**src/rtl/pps_pkg.sv**
```systemverilog
`timescale 1ns / 1ps

package pps_pkg;

    // Largest table the scan chain is built for by default.
    localparam int SLOTS_DEF = 16;

    // Item kinds.
    localparam logic [1:0] KIND_LOAD    = 2'd0;
    localparam logic [1:0] KIND_TICK    = 2'd1;
    localparam logic [1:0] KIND_RESTART = 2'd2;

    // Configuration register index.
    localparam logic REG_PROCESS_COUNT = 1'b0;

    typedef struct packed {
        logic [1:0]  kind;
        logic [3:0]  slot;
        logic [7:0]  proc_id;
        logic [15:0] arrival;
        logic [15:0] burst;
        logic [15:0] prio;
    } t_item;

    typedef struct packed {
        logic        idle;
        logic [3:0]  run_slot;
        logic [7:0]  run_id;
        logic [15:0] tick_time;
        logic        new_segment;
        logic        finished;
        logic [15:0] finish_time;
        logic [15:0] turnaround;
        logic [15:0] waiting;
        logic        all_done;
    } t_result;

    // Scan word handed from cell to cell; the winning index travels beside it.
    typedef struct packed {
        logic        valid;
        logic        found;
        logic        any_other;  // a slot other than the current best has work
        logic        any_left;   // any slot in use has work
        logic [7:0]  id;
        logic [15:0] arrival;
        logic [15:0] burst;
        logic [15:0] left;
        logic [15:0] prio;
    } t_tok;

    // Per-cycle commands broadcast to every cell.
    typedef struct packed {
        logic load;
        logic restart;
        logic dec;
    } t_cell_ctl;

endpackage

```
**src/rtl/preemptive_priority_scheduler_core.sv**
```systemverilog
`timescale 1ns / 1ps

// Preemptive priority scheduler with a table of SLOTS process slots.
// Command channel: a word on i_item is taken at a clock edge where start is
// high and busy is low. A load word fills one slot, a tick word runs the
// best eligible process for one time unit, and a restart word sets the time
// to zero and refills every remaining burst of the slots in use.
// Every word produces exactly one result word on o_result, shown for one
// cycle with o_res_valid high. The receiver cannot stall; it must take the
// result in that cycle.
// Each slot lives in one cell of a chain. After a word is taken, a scan word
// walks the chain one cell per cycle, keeping the lowest priority number
// seen among arrived slots with work left (lowest index on a tie). Loads and
// restarts are applied to the table on the accept edge, a tick's decrement on
// the edge that ends the scan, and the result is registered once the scan word
// leaves the last cell; busy stays high until then. The chain length sets how
// long a word occupies the block.
// The APB port holds process_count at address 0; writes take effect at once
// and are meant to be made only while the block is idle.
// Reset clears the time, the chart segment, the remaining work and the
// count; slot contents are undefined until loaded.

module preemptive_priority_scheduler_core #(
    parameter int SLOTS = pps_pkg::SLOTS_DEF
) (
    input  logic              i_clk,
    input  logic              i_rst_n,
    input  logic              start,
    output logic              busy,
    input  pps_pkg::t_item    i_item,
    output logic              o_res_valid,
    output pps_pkg::t_result  o_result,
    input  logic              psel,
    input  logic              penable,
    input  logic              pwrite,
    input  logic [2:0]        paddr,
    input  logic [31:0]       pwdata,
    output logic [31:0]       prdata,
    output logic              pready
);
    import pps_pkg::*;

    localparam int IW = (SLOTS > 1) ? $clog2(SLOTS) : 1;
    localparam int CW = ((IW > 5) ? IW : 5) + 1;

    logic          r_busy;
    logic          r_inject;
    logic [1:0]    r_kind;
    logic [15:0]   r_now;
    logic [7:0]    r_last_id;
    logic          r_seg_open;
    logic [4:0]    r_count;
    logic          r_res_valid;
    t_result       r_result;
    t_result       n_result;

    logic          accept;
    logic          finish;
    logic          cfg_wr;
    t_cell_ctl     ctl;
    logic [CW-1:0] tgt;
    t_tok          end_tok;
    logic [IW-1:0] end_idx;
    logic          is_tick;
    logic          ran;
    logic [15:0]   left_after;
    logic [15:0]   fin_time;
    logic [15:0]   tat;

    t_tok          w_tok [SLOTS+1];
    logic [IW-1:0] w_idx [SLOTS+1];

    assign accept  = start && !r_busy;
    assign end_tok = w_tok[SLOTS];
    assign end_idx = w_idx[SLOTS];
    assign finish  = end_tok.valid;
    assign is_tick = r_kind == KIND_TICK;

    // Table commands: loads and restarts land on the accept edge, the
    // winner's decrement lands on the edge that ends the scan.
    always_comb begin
        ctl.load    = accept && (i_item.kind == KIND_LOAD);
        ctl.restart = accept && (i_item.kind == KIND_RESTART);
        ctl.dec     = finish && is_tick && end_tok.found;
        tgt         = ctl.dec ? CW'(end_idx) : CW'(i_item.slot);
    end

    // The scan word enters the first cell empty.
    always_comb begin
        w_tok[0]       = '0;
        w_tok[0].valid = r_inject;
        w_idx[0]       = '0;
    end

    for (genvar g = 0; g < SLOTS; g++) begin : g_cell
        pps_cell #(
            .SLOTS    (SLOTS),
            .CELL_IDX (g),
            .IW       (IW),
            .CW       (CW)
        ) u_cell (
            .i_clk     (i_clk),
            .i_rst_n   (i_rst_n),
            .i_ctl     (ctl),
            .i_tgt     (tgt),
            .i_item    (i_item),
            .i_count   (r_count),
            .i_now     (r_now),
            .i_is_tick (is_tick),
            .i_tok     (w_tok[g]),
            .i_idx     (w_idx[g]),
            .o_tok     (w_tok[g+1]),
            .o_idx     (w_idx[g+1])
        );
    end

    // Result assembly once the scan word leaves the last cell.
    assign ran        = is_tick && end_tok.found;
    assign left_after = end_tok.left - 16'd1;
    assign fin_time   = r_now + 16'd1;
    assign tat        = fin_time - end_tok.arrival;

    always_comb begin
        n_result           = '0;
        n_result.tick_time = r_now;
        if (is_tick) begin
            n_result.idle     = !end_tok.found;
            n_result.all_done = !(end_tok.any_other ||
                                  (end_tok.found && (end_tok.left != 16'd1)));
            if (ran) begin
                n_result.run_slot    = 4'(end_idx);
                n_result.run_id      = end_tok.id;
                n_result.new_segment = !r_seg_open || (r_last_id != end_tok.id);
                if (left_after == 16'd0) begin
                    n_result.finished    = 1'b1;
                    n_result.finish_time = fin_time;
                    n_result.turnaround  = tat;
                    n_result.waiting     = tat - end_tok.burst;
                end
            end
        end else begin
            n_result.all_done = !end_tok.any_left;
        end
    end

    always_ff @(posedge i_clk) begin
        if (!i_rst_n) begin
            r_busy      <= 1'b0;
            r_inject    <= 1'b0;
            r_kind      <= KIND_LOAD;
            r_now       <= 16'd0;
            r_last_id   <= 8'd0;
            r_seg_open  <= 1'b0;
            r_res_valid <= 1'b0;
        end else begin
            r_inject    <= accept;
            r_res_valid <= finish;
            if (accept) begin
                r_busy <= 1'b1;
                r_kind <= i_item.kind;
                if (i_item.kind == KIND_RESTART) begin
                    r_now      <= 16'd0;
                    r_last_id  <= 8'd0;
                    r_seg_open <= 1'b0;
                end
            end else if (finish) begin
                r_busy <= 1'b0;
                if (is_tick) begin
                    r_now <= fin_time;
                end
                if (ran) begin
                    r_last_id  <= end_tok.id;
                    r_seg_open <= 1'b1;
                end
            end
        end
    end

    always_ff @(posedge i_clk) begin
        if (finish) begin
            r_result <= n_result;
        end
    end

    // Configuration port.
    assign cfg_wr = psel && penable && pwrite && (paddr[2] == REG_PROCESS_COUNT);

    always_ff @(posedge i_clk) begin
        if (!i_rst_n) begin
            r_count <= 5'd0;
        end else if (cfg_wr) begin
            r_count <= pwdata[4:0];
        end
    end

    assign prdata = (paddr[2] == REG_PROCESS_COUNT) ? {27'd0, r_count} : 32'd0;
    assign pready = 1'b1;

    assign busy        = r_busy;
    assign o_res_valid = r_res_valid;
    assign o_result    = r_result;

endmodule

```
**src/rtl/pps_cell.sv**
```systemverilog
`timescale 1ns / 1ps

module pps_cell #(
    parameter int SLOTS    = pps_pkg::SLOTS_DEF,
    parameter int CELL_IDX = 0,
    parameter int IW       = (SLOTS > 1) ? $clog2(SLOTS) : 1,
    parameter int CW       = ((IW > 5) ? IW : 5) + 1
) (
    input  logic                 i_clk,
    input  logic                 i_rst_n,
    input  pps_pkg::t_cell_ctl   i_ctl,
    input  logic [CW-1:0]        i_tgt,
    input  pps_pkg::t_item       i_item,
    input  logic [4:0]           i_count,
    input  logic [15:0]          i_now,
    input  logic                 i_is_tick,
    input  pps_pkg::t_tok        i_tok,
    input  logic [IW-1:0]        i_idx,
    output pps_pkg::t_tok        o_tok,
    output logic [IW-1:0]        o_idx
);
    import pps_pkg::*;

    logic [7:0]    r_id;
    logic [15:0]   r_arrival;
    logic [15:0]   r_burst;
    logic [15:0]   r_prio;
    logic [15:0]   r_left;
    t_tok          r_tok;
    logic [IW-1:0] r_idx;
    t_tok          n_tok;
    logic [IW-1:0] n_idx;

    logic used;
    logic has_work;
    logic eligible;
    logic take;
    logic hit;

    assign used     = CW'(CELL_IDX) < CW'(i_count);
    assign hit      = i_tgt == CW'(CELL_IDX);
    assign has_work = used && (r_left != 16'd0);
    assign eligible = has_work && i_is_tick && (r_arrival <= i_now);
    assign take     = eligible && (!i_tok.found || (r_prio < i_tok.prio));

    always_comb begin
        n_tok           = i_tok;
        n_idx           = i_idx;
        n_tok.found     = i_tok.found | take;
        n_tok.any_left  = i_tok.any_left | has_work;
        // A displaced best still has work, so it joins the others.
        n_tok.any_other = i_tok.any_other | (has_work && (!take || i_tok.found));
        if (take) begin
            n_tok.id      = r_id;
            n_tok.arrival = r_arrival;
            n_tok.burst   = r_burst;
            n_tok.left    = r_left;
            n_tok.prio    = r_prio;
            n_idx         = IW'(CELL_IDX);
        end
    end

    always_ff @(posedge i_clk) begin
        if (!i_rst_n) begin
            r_tok <= '0;
        end else begin
            r_tok <= n_tok;
        end
        r_idx <= n_idx;
    end

    always_ff @(posedge i_clk) begin
        if (!i_rst_n) begin
            r_left <= 16'd0;
        end else begin
            priority if (i_ctl.load && hit) begin
                r_left <= i_item.burst;
            end else if (i_ctl.restart && used) begin
                r_left <= r_burst;
            end else if (i_ctl.dec && hit) begin
                r_left <= r_left - 16'd1;
            end
        end
    end

    always_ff @(posedge i_clk) begin
        if (i_ctl.load && hit) begin
            r_id      <= i_item.proc_id;
            r_arrival <= i_item.arrival;
            r_burst   <= i_item.burst;
            r_prio    <= i_item.prio;
        end
    end

    assign o_tok = r_tok;
    assign o_idx = r_idx;

endmodule

```
**config.mk**
```make
export PLATFORM = sky130hd
export DESIGN_NAME = preemptive_priority_scheduler_core
export DESIGN_NICKNAME = d
export VERILOG_FILES = /design/src/rtl/pps_pkg.sv /design/src/rtl/preemptive_priority_scheduler_core.sv /design/src/rtl/pps_cell.sv
export SDC_FILE = /design/constraint.sdc
export NUM_CORES = 2
export LEC_CHECK = 0
export BUFFER_PORTS_ARGS = -buffer_cell sky130_fd_sc_hd__buf_2
export CORE_UTILIZATION = 42
export CTS_CLUSTER_SIZE = 25
export DETAILED_ROUTE_END_ITERATION = 16
export PLACE_DENSITY_LB_ADDON = 0.05
export SYNTH_ARGS = -nofsm -noshare
export SYNTH_HDL_FRONTEND = slang
export SYNTH_HIERARCHICAL = 1
export SYNTH_SLANG_ARGS = --single-unit
```
**constraint.sdc**
```tcl
create_clock -name i_clk -period 12.8 [get_ports i_clk]
set_input_delay 0 -clock i_clk [delete_from_list [all_inputs] [get_ports i_clk]]
set_output_delay 0 -clock i_clk [all_outputs]
set_load 0.01 [all_outputs]
```
==> metrics.md <==
| Metric | Value |
|---|---|
| Commonest non-fill, non-tap cell in the layout | `nand2_1` |
| Yosys warning count | `6` |
| Clk Latency, worst-skew pair | `0.89 ns` |
| Actual slew at the worst max-slew pin | `1.22 ns` |
| Worst slew margin | `18.1%` |
| Sink Count | `2,531` |
| Clock Pin Slew Worst Setup and Hold Paths | `0.06 ns` |
| Htree depth | `5` |
| Max-slew violation count | `0` |
| Leak Pwr | `45.9 nW` |
| CTS Buffer Depth | `4` |
| Clock skew | `0.0421 ns` |
| Fin crit period | `5.54 ns` |
| Worst hold path class | `input port to register` |
| Initial antenna violation count | `27` |
| Kind of critical path | `register to register` |
| Placed inst area | `117,000 um^2` |
| Synthesized area | `113,000 um^2` |
| Reg-to-reg endpoint | `g_cell[1].u_cell/r_left[4]` |
| Worst Path Required | `13.59 ns` |
| Crit end category | `register` |
| Peak VDD IR | `0.000112 V` |
| Most frequent cells in the layout | `nand2_1 (2,494), dfxtp_1 (1,553), mux2i_1 (1,077), edfxtp_1 (976), inv_1 (616)` |
| Reg2Reg Depth | `13` |
| Worst Path Arrival | `6.33 ns` |
| Nature of the critical path startpoint | `register` |
| FF-to-FF setup slack | `7.26 ns` |
| Hold path depth | `6` |
| DR iter-0 viols | `5,671` |
| # IOs | `218` |
| Port Buffers | `160` |
| Initial DRT Pass Iterations | `5` |
| GR Util All Layers | `23.3%` |
| Final setup viols | `0` |
| Initial Util | `42.4%` |
| Hold buffers post-CTS | `86` |
| TritonCTS clock tree | `done` |
| GR Overflow Total | `0` |
| DRT antenna net count | `0` |
| Floorplan row count | `189` |
| Max frequency | `180 MHz` |
| Hold path start | `i_item[57]` |
| Pre-CTS WS | `7.25 ns` |
| # resized after CTS | `0` |
| Area delta synth->final | `12.9%` |
| Final Hold Viols | `0` |
| R2R Path Start | `r_kind[0]` |
| Post-Layout Cell Count | `15,100` |
| Status | `completed` |
| Placed cell count | `14,500` |
| Maxcap violations | `0` |
| Die height | `520 um` |
| NumNets Final | `12,000` |
| Remaining DRCs | `0` |
| Vias in the first global route | `77,900` |
| Crit path max fanout | `40` |
| Wire per inst | `21.3 um` |
| Vias per std cell | `5.24` |
| Cts bufs inserted | `292` |
| CTS Root Cell | `clkbuf_16` |
| Dpl hpwl | `216,000 um` |
| Hold endpoint | `g_cell[0].u_cell/r_left[0]` |
| Die Span X | `520 um` |
| Power after layout | `17.5 mW` |
| Period utilization | `43.3%` |
| Setup TNS | `0 ns` |
| Syn Inst Count | `11,200` |
| Detailed-route via count | `79,400` |
| Core Box Area | `266,000 um^2` |
| First-pass GRT wire length | `484,000 um` |
| GPL Wtd Cong | `0.839` |
| RSZ-0062 raised after global routing | `false` |
| Setup ws final | `7.26 ns` |
| Post-CTS Setup Bufs | `0` |
| Critical-path cell list | `nor2b_4, buf_4, nand3_1, mux2_2, or4b_2, nor3_1, nand2_1, clkinv_2, buf_4, a211oi_1, a21oi_1, nand2_1, o211a_1` |
| Largest net degree at the start of global routing | `223` |
| Post-route cell area | `127,000 um^2` |
| Crit path max-delay cell type | `or4b_2` |
| Crit path largest cell delay | `0.71 ns` |
| Mean Syn Cell Area | `10.1 um^2` |
| Fraction of layout cells with a size suffix above 1 | `7.91%` |
| Die ar. | `271,000 um^2` |
| DRT Wirelength | `323,000 um` |
| PD cells | `137 nW/um^2` |
-- per-stage QoR --
step	utilization, %	hold slack [ns]
6_report	47.9	0.114
4_1_cts	47.8	0.0423
2_1_floorplan	-	0.0464
3_3_place_gp	43.9	0.239
3_5_place_dp	43.9	0.257
5_1_grt	47.8	0.0958
-- critical path, delay by kind of cell, from the launching register on --
family | cells | cell delay [ns]
buf+inv | 3 | 1.77
simple gates | 6 | 2.17
flops | 1 | 0.33
mux | 1 | 0.64
compound gates | 3 | 0.46
-- cell type report --
type | instances | area [um^2]
Sequential cell | 2531 | 60400
Fill cell | 24800 | 139000
Clock buffer | 430 | 8680
Antenna cell | 17 | 42.5
Inverter | 628 | 2370
Clock inverter | 110 | 970
Tap cell | 3533 | 4420
Multi-Input combinational cell | 7503 | 47600
Timing Repair Buffer | 395 | 2860
-- power breakdown --
group / internal, mW / total [mW] / leakage, nW / switching [mW]
sequential: 8.42 / 8.45 / 21.4 / 0.0317
combinational: 0.200 / 0.663 / 19.7 / 0.464
clock: 4.95 / 8.35 / 4.78 / 3.40
-- sequential cells by signal, summed over array words and instances (netlist names), 2 cells and up --
signal,count
r_kind,2
o_result,80
r_count,5
g_cell.u_cell/r_id,128
g_cell.u_cell/r_arrival,256
g_cell.u_cell/r_left,256
g_cell.u_cell/r_burst,256
g_cell.u_cell/r_prio,256
g_cell.u_cell/o_tok,1200
r_now,16
r_last_id,8
g_cell.u_cell/o_idx,64
-- per-layer routing --
| metal | wire length, um | GRT usage, % | vias to the layer above |
|---|---|---|---|
| met2 | 152000 | 38.7 | 1708 |
| met3 | 13000 | 2.73 | 480 |
| met4 | 9670 | 7.34 | 0 |
| li1 | - | - | 38700 |
| met1 | 148000 | 31.5 | 38500 |
| met5 | 0 | 0 | - |
-- how the worst max path moves through the flow --
stage                                start                          end  slack [ns]  depth (start not counted)
2_1_floorplan  g_cell[15].u_cell/o_tok[75]  g_cell[4].u_cell/r_left[10]        5.95                          9
3_3_place_gp                     r_kind[0]   g_cell[1].u_cell/r_left[4]        7.37                         13
3_5_place_dp                     r_kind[0]   g_cell[1].u_cell/r_left[4]        7.25                         13
4_1_cts                          r_kind[0]   g_cell[1].u_cell/r_left[4]        7.25                         13
5_1_grt                          r_kind[0]   g_cell[1].u_cell/r_left[4]        6.96                         13
6_report                         r_kind[0]   g_cell[1].u_cell/r_left[4]        7.26                         13
Note: power is estimated with default switching activity, not from simulation.
